===== config.mk =====
export PLATFORM = sky130hd
export DESIGN_NAME = filtered_mean_and_lowest_five_core_flat
export DESIGN_NICKNAME = d
export VERILOG_FILES = /design/src/sv/fmlf_pkg.sv /design/src/sv/fmlf_ord_if.sv /design/src/sv/fmlf_res_if.sv /design/src/sv/filtered_mean_and_lowest_five_core.sv /design/src/sv/fmlf_ctrl.sv /design/src/sv/fmlf_dpath.sv /design/src/flat_wrapper.sv
export SDC_FILE = /design/constraint.sdc
export NUM_CORES = 1
export LEC_CHECK = 0
export BUFFER_PORTS_ARGS = -buffer_cell sky130_fd_sc_hd__buf_2
export CAP_MARGIN = 20
export CORE_MARGIN = 2
export CORE_UTILIZATION = 45
export DETAILED_ROUTE_END_ITERATION = 12
export PLACE_DENSITY_LB_ADDON = 0.3
export SLEW_MARGIN = 20
export SYNTH_ARGS = -nofsm -noshare
export SYNTH_HDL_FRONTEND = slang
export SYNTH_SLANG_ARGS = --single-unit
export TNS_END_PERCENT = 30

===== constraint.sdc =====
create_clock -name clk_i -period 12.1 [get_ports clk_i]
set_input_delay 2.42 -clock clk_i [delete_from_list [all_inputs] [get_ports clk_i]]
set_output_delay 2.42 -clock clk_i [all_outputs]
set_load 0.02 [all_outputs]

===== src/sv/fmlf_pkg.sv =====
`default_nettype none
package fmlf_pkg;

  localparam int unsigned PRICE_W   = 16;
  localparam int unsigned FRAC_W    = 8;
  localparam int unsigned OUT_SLOTS = 5;
  localparam int unsigned VALID_W   = 3;
  localparam int unsigned QCOUNT_W  = 13;
  localparam int unsigned DIV_STEPS = PRICE_W + FRAC_W;
  localparam int unsigned STEP_W    = $clog2(DIV_STEPS);
  localparam int unsigned MEAN_W    = PRICE_W + FRAC_W;

  typedef enum logic [1:0] {
    ST_IDLE,
    ST_LOAD,
    ST_DIVIDE,
    ST_WAIT_OUT
  } state_e;

  typedef struct packed {
    logic accept;
    logic div_load;
    logic div_step;
    logic out_load;
  } cmd_t;

  typedef struct packed {
    logic div_last;
  } status_t;

endpackage
`default_nettype wire


===== src/sv/fmlf_ord_if.sv =====
`default_nettype none
interface fmlf_ord_if;
  logic                          valid;
  logic                          ready;
  logic [fmlf_pkg::PRICE_W-1:0]  price;
  logic                          seller_online;
  logic                          is_sell_order;
  logic                          last_order;

  modport source (
    output valid, price, seller_online, is_sell_order, last_order,
    input  ready
  );
  modport sink (
    input  valid, price, seller_online, is_sell_order, last_order,
    output ready
  );
endinterface
`default_nettype wire


===== src/sv/fmlf_res_if.sv =====
`default_nettype none
interface fmlf_res_if;
  logic                           valid;
  logic                           ready;
  logic [fmlf_pkg::PRICE_W-1:0]   mean_whole;
  logic [fmlf_pkg::FRAC_W-1:0]    mean_fraction;
  logic [fmlf_pkg::PRICE_W-1:0]   lowest_first;
  logic [fmlf_pkg::PRICE_W-1:0]   lowest_second;
  logic [fmlf_pkg::PRICE_W-1:0]   lowest_third;
  logic [fmlf_pkg::PRICE_W-1:0]   lowest_fourth;
  logic [fmlf_pkg::PRICE_W-1:0]   lowest_fifth;
  logic [fmlf_pkg::VALID_W-1:0]   lowest_valid;
  logic [fmlf_pkg::QCOUNT_W-1:0]  qualifying_count;

  modport source (
    output valid, mean_whole, mean_fraction, lowest_first, lowest_second,
           lowest_third, lowest_fourth, lowest_fifth, lowest_valid,
           qualifying_count,
    input  ready
  );
  modport sink (
    input  valid, mean_whole, mean_fraction, lowest_first, lowest_second,
           lowest_third, lowest_fourth, lowest_fifth, lowest_valid,
           qualifying_count,
    output ready
  );
endinterface
`default_nettype wire


===== src/sv/filtered_mean_and_lowest_five_core.sv =====
`default_nettype none
// Reads a list of orders, one item per cycle while ready, and counts those
// that are both seller_online and is_sell_order. At the item that carries
// last_order it returns one result: the mean qualifying price as unsigned
// 16.8 fixed point (truncated), the five lowest qualifying prices in
// ascending order (unused slots 0), the number of real slots, and the
// qualifying count, which with the sum stops growing at MAX_ORDERS. An empty
// list returns all zeros. After a last_order item the input stays not ready
// while the block loads the divider, runs the bit-serial restoring divider
// that forms the mean one quotient bit per cycle, and loads the result
// register; it waits longer only while a previous result is still held there.
// KEEP_LOWEST sizes the kept set.
module filtered_mean_and_lowest_five_core #(
  parameter int unsigned KEEP_LOWEST = 5,
  parameter int unsigned MAX_ORDERS  = 4096
) (
  input  wire logic        clk_i,
  input  wire logic        rst_ni,
  fmlf_ord_if.sink         ord_i,
  fmlf_res_if.source       res_o
);

  fmlf_pkg::cmd_t    cmd;
  fmlf_pkg::status_t status;
  logic [fmlf_pkg::PRICE_W-1:0] slot [fmlf_pkg::OUT_SLOTS];

  fmlf_ctrl u_ctrl (
    .clk_i       (clk_i),
    .rst_ni      (rst_ni),
    .ord_valid_i (ord_i.valid),
    .ord_last_i  (ord_i.last_order),
    .ord_ready_o (ord_i.ready),
    .res_ready_i (res_o.ready),
    .res_valid_o (res_o.valid),
    .status_i    (status),
    .cmd_o       (cmd)
  );

  fmlf_dpath #(
    .KEEP_LOWEST (KEEP_LOWEST),
    .MAX_ORDERS  (MAX_ORDERS)
  ) u_dpath (
    .clk_i           (clk_i),
    .rst_ni          (rst_ni),
    .cmd_i           (cmd),
    .status_o        (status),
    .price_i         (ord_i.price),
    .qual_i          (ord_i.seller_online && ord_i.is_sell_order),
    .mean_whole_o    (res_o.mean_whole),
    .mean_fraction_o (res_o.mean_fraction),
    .slot_o          (slot),
    .lowest_valid_o  (res_o.lowest_valid),
    .qcount_o        (res_o.qualifying_count)
  );

  assign res_o.lowest_first  = slot[0];
  assign res_o.lowest_second = slot[1];
  assign res_o.lowest_third  = slot[2];
  assign res_o.lowest_fourth = slot[3];
  assign res_o.lowest_fifth  = slot[4];

  a_last_stalls: assert property (@(posedge clk_i) disable iff (!rst_ni)
    ord_i.valid && ord_i.ready && ord_i.last_order |=> !ord_i.ready)
    else $error("input ready right after a last item");

  a_ascending: assert property (@(posedge clk_i) disable iff (!rst_ni)
    res_o.valid && res_o.lowest_valid >= 3'd2 |->
      res_o.lowest_second >= res_o.lowest_first)
    else $error("kept prices out of order");

  a_empty: assert property (@(posedge clk_i) disable iff (!rst_ni)
    res_o.valid && res_o.lowest_valid == 3'd0 |->
      res_o.qualifying_count == 13'd0 && res_o.mean_whole == 16'd0 &&
      res_o.mean_fraction == 8'd0)
    else $error("empty list gave nonzero result");

endmodule
`default_nettype wire


===== src/sv/fmlf_ctrl.sv =====
`default_nettype none
module fmlf_ctrl (
  input  wire logic              clk_i,
  input  wire logic              rst_ni,
  input  wire logic              ord_valid_i,
  input  wire logic              ord_last_i,
  output logic                   ord_ready_o,
  input  wire logic              res_ready_i,
  output logic                   res_valid_o,
  input  wire fmlf_pkg::status_t status_i,
  output fmlf_pkg::cmd_t         cmd_o
);

  fmlf_pkg::state_e state_q, state_d;
  logic             res_valid_q, res_valid_d;
  logic             out_free;

  assign out_free = !res_valid_q || res_ready_i;

  always_comb begin
    state_d = state_q;
    unique case (state_q)
      fmlf_pkg::ST_IDLE: begin
        if (ord_valid_i && ord_last_i) state_d = fmlf_pkg::ST_LOAD;
      end
      fmlf_pkg::ST_LOAD: begin
        state_d = fmlf_pkg::ST_DIVIDE;
      end
      fmlf_pkg::ST_DIVIDE: begin
        if (status_i.div_last) state_d = fmlf_pkg::ST_WAIT_OUT;
      end
      fmlf_pkg::ST_WAIT_OUT: begin
        if (out_free) state_d = fmlf_pkg::ST_IDLE;
      end
      default: state_d = fmlf_pkg::ST_IDLE;
    endcase
  end

  always_comb begin
    cmd_o       = '0;
    ord_ready_o = 1'b0;
    unique case (state_q)
      fmlf_pkg::ST_IDLE: begin
        ord_ready_o  = 1'b1;
        cmd_o.accept = ord_valid_i;
      end
      fmlf_pkg::ST_LOAD:     cmd_o.div_load = 1'b1;
      fmlf_pkg::ST_DIVIDE:   cmd_o.div_step = 1'b1;
      fmlf_pkg::ST_WAIT_OUT: cmd_o.out_load = out_free;
      default: ;
    endcase
  end

  always_comb begin
    res_valid_d = res_valid_q;
    if (cmd_o.out_load) begin
      res_valid_d = 1'b1;
    end else if (res_ready_i) begin
      res_valid_d = 1'b0;
    end
  end

  always_ff @(posedge clk_i or negedge rst_ni) begin
    if (!rst_ni) begin
      state_q     <= fmlf_pkg::ST_IDLE;
      res_valid_q <= 1'b0;
    end else begin
      state_q     <= state_d;
      res_valid_q <= res_valid_d;
    end
  end

  assign res_valid_o = res_valid_q;

endmodule
`default_nettype wire


===== src/sv/fmlf_dpath.sv =====
`default_nettype none
module fmlf_dpath #(
  parameter int unsigned KEEP_LOWEST = 5,
  parameter int unsigned MAX_ORDERS  = 4096
) (
  input  wire logic                          clk_i,
  input  wire logic                          rst_ni,
  input  wire fmlf_pkg::cmd_t                cmd_i,
  output fmlf_pkg::status_t                  status_o,
  input  wire logic [fmlf_pkg::PRICE_W-1:0]  price_i,
  input  wire logic                          qual_i,
  output logic [fmlf_pkg::PRICE_W-1:0]       mean_whole_o,
  output logic [fmlf_pkg::FRAC_W-1:0]        mean_fraction_o,
  output logic [fmlf_pkg::PRICE_W-1:0]       slot_o [fmlf_pkg::OUT_SLOTS],
  output logic [fmlf_pkg::VALID_W-1:0]       lowest_valid_o,
  output logic [fmlf_pkg::QCOUNT_W-1:0]      qcount_o
);

  localparam int unsigned CNT_W  = $clog2(MAX_ORDERS + 1);
  localparam int unsigned SUM_W  = fmlf_pkg::PRICE_W + CNT_W;
  localparam int unsigned KC_W   = $clog2(KEEP_LOWEST + 1);
  localparam int unsigned PW     = fmlf_pkg::PRICE_W;
  localparam int unsigned MW     = fmlf_pkg::MEAN_W;
  localparam int unsigned SW     = fmlf_pkg::STEP_W;
  localparam int unsigned KCX_W  = KC_W + fmlf_pkg::VALID_W;
  localparam int unsigned QX_W   = CNT_W + fmlf_pkg::QCOUNT_W;

  // accumulators
  logic [SUM_W-1:0] sum_q, sum_d;
  logic [CNT_W-1:0] cnt_q, cnt_d;
  logic [PW-1:0]    kept_q [KEEP_LOWEST];
  logic [PW-1:0]    kept_d [KEEP_LOWEST];
  logic [KC_W-1:0]  kcnt_q, kcnt_d;
  logic [KEEP_LOWEST-1:0] gt;
  logic             kfull;
  logic             cnt_open;

  assign kfull    = kcnt_q == KC_W'(KEEP_LOWEST);
  assign cnt_open = cnt_q < CNT_W'(MAX_ORDERS);

  always_comb begin
    for (int i = 0; i < KEEP_LOWEST; i++) begin
      gt[i] = (KC_W'(i) < kcnt_q) && (kept_q[i] > price_i);
    end
  end

  always_comb begin
    for (int i = 0; i < KEEP_LOWEST; i++) begin
      kept_d[i] = kept_q[i];
      if (gt[i] || (!kfull && KC_W'(i) == kcnt_q)) begin
        if (i == 0) begin
          kept_d[i] = price_i;
        end else if (gt[i-1]) begin
          kept_d[i] = kept_q[i-1];
        end else begin
          kept_d[i] = price_i;
        end
      end
    end
  end

  always_comb begin
    sum_d  = sum_q;
    cnt_d  = cnt_q;
    kcnt_d = kcnt_q;
    if (cmd_i.out_load) begin
      sum_d  = '0;
      cnt_d  = '0;
      kcnt_d = '0;
    end else if (cmd_i.accept && qual_i) begin
      if (cnt_open) begin
        sum_d = sum_q + SUM_W'(price_i);
        cnt_d = cnt_q + CNT_W'(1);
      end
      if (!kfull) kcnt_d = kcnt_q + KC_W'(1);
    end
  end

  always_ff @(posedge clk_i or negedge rst_ni) begin
    if (!rst_ni) begin
      sum_q  <= '0;
      cnt_q  <= '0;
      kcnt_q <= '0;
    end else begin
      sum_q  <= sum_d;
      cnt_q  <= cnt_d;
      kcnt_q <= kcnt_d;
    end
  end

  always_ff @(posedge clk_i) begin
    if (cmd_i.accept && qual_i) begin
      for (int i = 0; i < KEEP_LOWEST; i++) kept_q[i] <= kept_d[i];
    end
  end

  // restoring divider, one quotient bit per cycle; sum >> 16 < count,
  // so the upper quotient bits are zero and the remainder starts there
  logic [CNT_W-1:0] rem_q, rem_d;
  logic [MW-1:0]    quo_q, quo_d;
  logic [SW-1:0]    step_q, step_d;
  logic [CNT_W:0]   trial;
  logic [CNT_W:0]   trial_sub;
  logic             ge;

  assign trial     = {rem_q, quo_q[MW-1]};
  assign ge        = trial >= {1'b0, cnt_q};
  assign trial_sub = trial - {1'b0, cnt_q};

  always_comb begin
    rem_d  = rem_q;
    quo_d  = quo_q;
    step_d = step_q;
    if (cmd_i.div_load) begin
      rem_d  = sum_q[SUM_W-1:PW];
      quo_d  = {sum_q[PW-1:0], {fmlf_pkg::FRAC_W{1'b0}}};
      step_d = '0;
    end else if (cmd_i.div_step) begin
      rem_d  = ge ? trial_sub[CNT_W-1:0] : trial[CNT_W-1:0];
      quo_d  = {quo_q[MW-2:0], ge};
      step_d = step_q + SW'(1);
    end
  end

  always_ff @(posedge clk_i or negedge rst_ni) begin
    if (!rst_ni) begin
      step_q <= '0;
    end else begin
      step_q <= step_d;
    end
  end

  always_ff @(posedge clk_i) begin
    rem_q <= rem_d;
    quo_q <= quo_d;
  end

  assign status_o.div_last = step_q == SW'(fmlf_pkg::DIV_STEPS - 1);

  // result register
  logic [KCX_W-1:0]                  kc_ext;
  logic [fmlf_pkg::VALID_W-1:0]      nvalid;
  logic [QX_W-1:0]                   cnt_ext;
  logic [MW-1:0]                     mean;
  logic [PW-1:0]                     slot_d [fmlf_pkg::OUT_SLOTS];
  logic [PW-1:0]                     slot_q [fmlf_pkg::OUT_SLOTS];
  logic [MW-1:0]                     mean_q;
  logic [fmlf_pkg::VALID_W-1:0]      valid_q;
  logic [fmlf_pkg::QCOUNT_W-1:0]     qcount_q;

  assign kc_ext  = KCX_W'(kcnt_q);
  assign nvalid  = (kc_ext > KCX_W'(fmlf_pkg::OUT_SLOTS)) ?
                   fmlf_pkg::VALID_W'(fmlf_pkg::OUT_SLOTS) :
                   kc_ext[fmlf_pkg::VALID_W-1:0];
  assign cnt_ext = QX_W'(cnt_q);
  assign mean    = (cnt_q == '0) ? '0 : quo_q;

  for (genvar s = 0; s < fmlf_pkg::OUT_SLOTS; s++) begin : g_slot
    if (s < KEEP_LOWEST) begin : g_kept
      assign slot_d[s] = (fmlf_pkg::VALID_W'(s) < nvalid) ? kept_q[s] : '0;
    end else begin : g_zero
      assign slot_d[s] = '0;
    end
  end

  always_ff @(posedge clk_i) begin
    if (cmd_i.out_load) begin
      slot_q   <= slot_d;
      mean_q   <= mean;
      valid_q  <= nvalid;
      qcount_q <= cnt_ext[fmlf_pkg::QCOUNT_W-1:0];
    end
  end

  assign slot_o          = slot_q;
  assign mean_whole_o    = mean_q[MW-1:fmlf_pkg::FRAC_W];
  assign mean_fraction_o = mean_q[fmlf_pkg::FRAC_W-1:0];
  assign lowest_valid_o  = valid_q;
  assign qcount_o        = qcount_q;

endmodule
`default_nettype wire


===== src/flat_wrapper.sv =====
// flat-port wrapper written by rule: the top's interface ports become plain ports
module filtered_mean_and_lowest_five_core_flat 
#(
  parameter int unsigned KEEP_LOWEST = 5,
  parameter int unsigned MAX_ORDERS  = 4096
)
  (clk_i, rst_ni, ord_i_valid, ord_i_price, ord_i_seller_online, ord_i_is_sell_order, ord_i_last_order, ord_i_ready, res_o_valid, res_o_mean_whole, res_o_mean_fraction, res_o_lowest_first, res_o_lowest_second, res_o_lowest_third, res_o_lowest_fourth, res_o_lowest_fifth, res_o_lowest_valid, res_o_qualifying_count, res_o_ready);
  fmlf_ord_if ord_i_i ();
  fmlf_res_if res_o_i ();
  input  wire logic clk_i;
  input  wire logic rst_ni;
  input wire logic [$bits(ord_i_i.valid)-1:0] ord_i_valid;
  input wire logic [$bits(ord_i_i.price)-1:0] ord_i_price;
  input wire logic [$bits(ord_i_i.seller_online)-1:0] ord_i_seller_online;
  input wire logic [$bits(ord_i_i.is_sell_order)-1:0] ord_i_is_sell_order;
  input wire logic [$bits(ord_i_i.last_order)-1:0] ord_i_last_order;
  output wire logic [$bits(ord_i_i.ready)-1:0] ord_i_ready;
  output wire logic [$bits(res_o_i.valid)-1:0] res_o_valid;
  output wire logic [$bits(res_o_i.mean_whole)-1:0] res_o_mean_whole;
  output wire logic [$bits(res_o_i.mean_fraction)-1:0] res_o_mean_fraction;
  output wire logic [$bits(res_o_i.lowest_first)-1:0] res_o_lowest_first;
  output wire logic [$bits(res_o_i.lowest_second)-1:0] res_o_lowest_second;
  output wire logic [$bits(res_o_i.lowest_third)-1:0] res_o_lowest_third;
  output wire logic [$bits(res_o_i.lowest_fourth)-1:0] res_o_lowest_fourth;
  output wire logic [$bits(res_o_i.lowest_fifth)-1:0] res_o_lowest_fifth;
  output wire logic [$bits(res_o_i.lowest_valid)-1:0] res_o_lowest_valid;
  output wire logic [$bits(res_o_i.qualifying_count)-1:0] res_o_qualifying_count;
  input wire logic [$bits(res_o_i.ready)-1:0] res_o_ready;
  assign ord_i_i.valid = ord_i_valid;
  assign ord_i_i.price = ord_i_price;
  assign ord_i_i.seller_online = ord_i_seller_online;
  assign ord_i_i.is_sell_order = ord_i_is_sell_order;
  assign ord_i_i.last_order = ord_i_last_order;
  assign ord_i_ready = ord_i_i.ready;
  assign res_o_valid = res_o_i.valid;
  assign res_o_mean_whole = res_o_i.mean_whole;
  assign res_o_mean_fraction = res_o_i.mean_fraction;
  assign res_o_lowest_first = res_o_i.lowest_first;
  assign res_o_lowest_second = res_o_i.lowest_second;
  assign res_o_lowest_third = res_o_i.lowest_third;
  assign res_o_lowest_fourth = res_o_i.lowest_fourth;
  assign res_o_lowest_fifth = res_o_i.lowest_fifth;
  assign res_o_lowest_valid = res_o_i.lowest_valid;
  assign res_o_qualifying_count = res_o_i.qualifying_count;
  assign res_o_i.ready = res_o_ready;
  filtered_mean_and_lowest_five_core #(.KEEP_LOWEST(KEEP_LOWEST), .MAX_ORDERS(MAX_ORDERS)) u_core (.clk_i(clk_i), .rst_ni(rst_ni), .ord_i(ord_i_i), .res_o(res_o_i));
endmodule

After elaboration in Yosys (flattened, before gate mapping)
Memory sizes are Yosys's and may differ from the RTL's.
Index checks and enable logic that the tools add are counted.
{ "op_classes": {"n_mux": 39, "n_lt_le_gt_ge": 18, "add_sub_neg": 5, "reduce_logical": 31, "eq_ne": 13} }
{ "ops": {"columns": ["operator", "count"], "rows": [
  ["16-bit 2-to-1 mux", 9],
  ["29-bit 2-to-1 mux", 3],
  ["16-bit greater-than comparator", 5],
  ["13-bit 2-to-1 mux", 6],
  ["24-bit 2-to-1 mux", 2],
  ["29-bit by 16-bit adder with 29-bit output", 1],
  ["14-bit by 13-bit greater-or-equal comparator with 1-bit output", 1],
  ["13-bit by 1-bit adder with 13-bit output, second input constant", 1],
  ["1-bit logical AND", 13],
  ["13-bit logical NOT", 1],
  ["13-bit less-than comparator, second input constant", 1],
  ["13-bit subtractor", 1],
  ["1-bit by 3-bit less-than comparator with 1-bit output, first input constant", 4],
  ["2-bit by 3-bit less-than comparator with 1-bit output, first input constant", 4],
  ["3-bit 2-to-1 mux", 4],
  ["5-bit 2-to-1 mux", 2],
  ["1-bit 2-to-1 mux", 9],
  ["2-bit case mux with 4 select lines", 1],
  ["2-bit nonzero test", 4],
  ["2-bit by 3-bit == test with 1-bit output, first input constant", 2],
  ["1-bit logical OR", 6],
  ["3-bit less-than comparator, first input constant", 2],
  ["2-bit 2-to-1 mux", 3],
  ["5-bit by 1-bit adder with 5-bit output, second input constant", 1],
  ["other kinds (15)", 20]
]} }
{ "totals": {"n_memories": 1, "output_inout_bits": 122, "ram_bits": 80, "in_bits": 23, "elab_cells": 124, "reg_bits": 210} }
{ "mem_list": {"columns": ["name", "depth", "width", "read_ports", "rd_ports_with_merged_regs", "write_ports", "line", "rtl"], "rows": [
  ["u_core.u_dpath.kept_q", 5, 16, 5, 0, 5, "fmlf_dpath.sv:31", "logic [PW-1:0] kept_q [KEEP_LOWEST];"]
]} }

Depth between registers and ports, before layout
{ "depth": {"depth_word": 5, "mapped_depth": 10, "ltp_nobuf": 9} }

By module
Synthesis repeated with hierarchy kept, for this count alone.
{ "hier_totals": {"cells_unflattened": 1195, "area_unflattened_um2": 15087.0} }
{ "modules_own_cells": {"columns": ["mod", "seq_area_each_um2", "cells_each", "area_each_um2", "n_inst"], "rows": [
  ["fmlf_dpath", 8287.9, 1171, 14830.5, 1],
  ["fmlf_ctrl", 75.1, 23, 250.2, 1],
  ["filtered_mean_and_lowest_five_core", 0.0, 1, 6.3, 1]
]} }

Least setup slack after synthesis
No wires, ideal clock.
{ "synth_path": {"kind": "input -> register", "from": "input port res_o_ready", "to": "register u_core.u_dpath.valid_q (netlist bit u_core.u_dpath.lowest_valid_o[0]) (enable)", "t_required_ns": 11.569, "setup_ns": 0.531, "path_stages": 5, "arrival_time_ns": 6.488, "path_buffers": 2, "slack_ns": 5.081, "cell_sequence": "nand2b_1 nand2_1 clkinv_1 clkbuf_1 buf_1"} }
{ "synth_via": {"elab_chain_cells": 2} }
{ "synth_rtl": {"columns": ["element", "line", "rtl"], "rows": [
  ["from (decl)", "flat_wrapper.sv:28", "input wire logic [$bits(res_o_i.ready)-1:0] res_o_ready;"],
  ["1-bit logical OR", "fmlf_ctrl.sv:18", "assign out_free = !res_valid_q || res_ready_i;"],
  ["1-bit 2-to-1 mux", "fmlf_ctrl.sv:42", "unique case (state_q)"],
  ["to (signal assigned)", "fmlf_dpath.sv:170", "valid_q <= nvalid;"],
  ["to (decl)", "fmlf_dpath.sv:148", "logic [fmlf_pkg::VALID_W-1:0] valid_q;"]
]} }
Every way passes these cells.
A chain may end at the register's enable or synchronous reset.

==> run metrics <==
Starting Density 45.8%; Reg power frac 40.3%; Total Wirelength 36100 um; I/O pin count 145; most used cells in the layout excluding fill and tap cells 229 x edfxtp_1, 144 x buf_2, 120 x ha_1, 72 x mux2_2, 64 x nand2_1; Placed Area 16600 um^2; CTS tree built; Max Clock Freq 0.196 GHz; fin area 17500 um^2; Sw Pwr 1.37 mW; Post-Synthesis Cells 1256; sequential fraction of the synthesis area 54.3%; utilization after layout 52.1%; P&R area growth vs syn 13.6%; Max Cap Viol 0; CP startpoint ord_i_price[1]; worst vdd ir 0.114 mV; Final Non-Filler Cells 1867; unrepaired setup endpoints after global routing no; CTS H-tree depth 1; Crit Path Category in -> reg; status completed; Max clock buf depth 3; total vias in the final route 10.4k; root buffer cell clkbuf_16; Min-Delay Path Class reg -> reg; post-CTS resize count 0; RD Place Congestion 0.894; Pint 2.40 mW; Hold WS 512 ps; Routed WL per cell 19.3 um; share of cells above drive strength 1 21.2%; final hold violation count 0; initial drt markers 682; Hold Buf Count CTS 0; Fillers 2896; number of synthesized flops with an enable pin 229; startpoint class of the critical path primary input; CP bufs+invs 2; Final setup viols 0; GR Overflow Total 0; Vert. Die Dim 189 um; post-layout net count 1540; Slew headroom 31.8%; Hold Startpoint u_core.u_dpath.cnt_q[3]$_DFFE_PN0P_; Post-DP HPWL 26300 um; drt first pass iters 5; commonest non-fill, non-tap cell in the layout edfxtp_1; number of library cell types mapped by synthesis 79; fin. max-slew vios 0; Site Rows 67; combinational group share of total power 36.6%; clk sinks 290; crit path DAT 5280 ps; P per Cell Area 216 nW/um^2; Worst Slack Setup Final 7000 ps; final worst path period share 42.2%; Port-buffer cells 144; Leakage 7.20 nW; Total Power 3.77 mW; Net Sw Frac 36.4%; DRC viols 0; Least-Margin Pin Slew 1020 ps; Net Count, Synth 1401; clock network fraction of design power 23.1%; Seq. cell area 8360 um^2; multi-input logic area 6610 um^2; Synth Warn # 0; Core ar. 33600 um^2; Global Route Usage Sum 20.0%; Worst-path clk slew 60 ps; postcts setup bufs 0; worst path required time 12280 ps; vias in the first global route 10.2k; post-place setup slack 6440 ps; initial antenna violation count 1; Setup TNS Final 0 ps; critical path peak fanout 17; Most common cell on crit path o21a_1; Mapped Area 15400 um^2; R2R Path Start u_core.u_dpath.kept_q[0][17]$_DFFE_PP_; dpl cells 1811; Synth Flop Type edfxtp_1; FF+latch count, synth 290; cells along the critical path buf_2, inv_1, ha_1, nor2b_1, o21a_1, o21ai_0, a2111oi_0, o31a_1, o21a_1; Layout Skew 9.93 ps; Post-synth ARST share 18.3%; pin count of the biggest net entering global routing 91; worst skew pair latency 550 ps; die width 189 um; Final ANT Viol Nets 0; Top delay family on crit path compound AO/OA/AOI/OAI gates; crit path time final 5100 ps; die area 35700 um^2; Worst setup EP type register; slowest stage delay, CP 710 ps; slowest library cell on the worst path o31a_1; global-route wire length before repair 56600 um; via/cell ratio 5.55; clock buffer count from CTS 30; Avg Inst Size Synth 12.3 um^2
## final timing paths
path                       cells after the start  slack (ps)                                      to
setup / recovery                               9        7000  u_core.u_dpath.kept_q[0][18]$_DFFE_PP_
hold / removal                                 0         510    u_core.u_dpath.qcount_o[3]$_DFFE_PP_
setup reg to reg                               7        8810  u_core.u_dpath.kept_q[0][18]$_DFFE_PP_
hold reg to reg                                0         510    u_core.u_dpath.qcount_o[3]$_DFFE_PP_
max in group asynchronous                      2        9560     u_core.u_dpath.sum_q[5]$_DFFE_PN0P_
min in group asynchronous                      2        2030     u_core.u_dpath.cnt_q[3]$_DFFE_PN0P_
## cell families (layout without fill, tap and decap cells)
family,after synthesis,count (layout),synth area share [%]
fa+ha+maj,122,122,10.0
simple gates,360,360,12.7
other cells,0,1,0
mux,99,99,7.31
xor+xnor,21,21,1.19
flops,290,290,54.3
compound gates,257,257,11.6
buf+inv,107,269,2.92
## worst reg2reg max path, cell delays in order, from the launching register on
cell and delay, ps:
edfxtp_1 430, ha_1 320, nor2b_1 130, o21a_1 110, o21ai_0 100, a2111oi_0 410, o31a_1 710, o21a_1 700
## final cells by class
class | count | share of cell area [%]
flip-flops and latches | 290 | 47.8
multi-input cells | 859 | 37.7
repair buffers | 158 | 4.72
clock buffers | 37 | 4.56
well taps | 448 | 3.20
inverters | 56 | 1.23
clock inverters | 18 | 0.743
diodes | 1 | 0.0143
## flip-flops by register name, summed over array words and instances, names as in the netlist
signal	flops
u_core.u_ctrl.res_valid_o	1
u_core.u_ctrl.state_q	2
u_core.u_dpath.cnt_q	13
u_core.u_dpath.kcnt_q	3
u_core.u_dpath.kept_q	80
u_core.u_dpath.lowest_valid_o	3
u_core.u_dpath.mean_q	24
u_core.u_dpath.qcount_o	13
u_core.u_dpath.quo_q	24
u_core.u_dpath.rem_q	13
u_core.u_dpath.slot_o	80
u_core.u_dpath.step_q	5
u_core.u_dpath.sum_q	29
## cells in the mapped netlist (all sizes together) (4+ instances only)
master | count | area share, %
edfxtp | 229 | 45
ha | 120 | 9.7
mux2 | 81 | 6.1
nand2 | 64 | 1.6
and2 | 58 | 2.4
nor2b | 58 | 2.4
inv | 55 | 1.3
a21oi | 54 | 1.8
dfrtp | 53 | 8.6
nor2 | 51 | 1.2
a21o | 50 | 2.4
o21ai | 35 | 1.1
clkbuf | 33 | 0.81
nand4 | 29 | 1.2
nand3 | 24 | 0.78
buf | 18 | 0.75
mux2i | 18 | 1.2
xnor2 | 17 | 0.97
a22o | 16 | 0.91
nor3 | 16 | 0.52
o21a | 16 | 0.78
a31oi | 14 | 0.57
a211oi | 11 | 0.57
and3 | 11 | 0.45
nand2b | 9 | 0.37
o211ai | 9 | 0.47
dfxtp | 8 | 1.0
o22ai | 7 | 0.28
or3 | 7 | 0.28
nor4 | 6 | 0.24
or2 | 6 | 0.26
a2111o | 5 | 0.37
a2111oi | 5 | 0.28
and4 | 5 | 0.28
nand3b | 5 | 0.24
o31ai | 5 | 0.24
nor3b | 4 | 0.19
o21bai | 4 | 0.19
o31a | 4 | 0.23
xor2 | 4 | 0.23
## metal layers
layer	GRT usage, %	part of all wire [%]	vias up
met5	0	0	-
li1	-	-	4995
met3	2.65	4.5	48
met2	33.6	48	230
met1	27.3	45	5091
met4	5.02	1.9	0
## power groups by stage
stage / registers, mW / logic, mW / clock network [mW]
after floorplan: 1.64 / 0.902 / 0
after global placement: 1.54 / 1.35 / 0
final: 1.52 / 1.38 / 0.870
after global routing: 1.55 / 1.52 / 0.926
after CTS: 1.52 / 1.39 / 0.888
after detailed placement: 1.54 / 1.38 / 0
(Power assumes the default switching activity.)
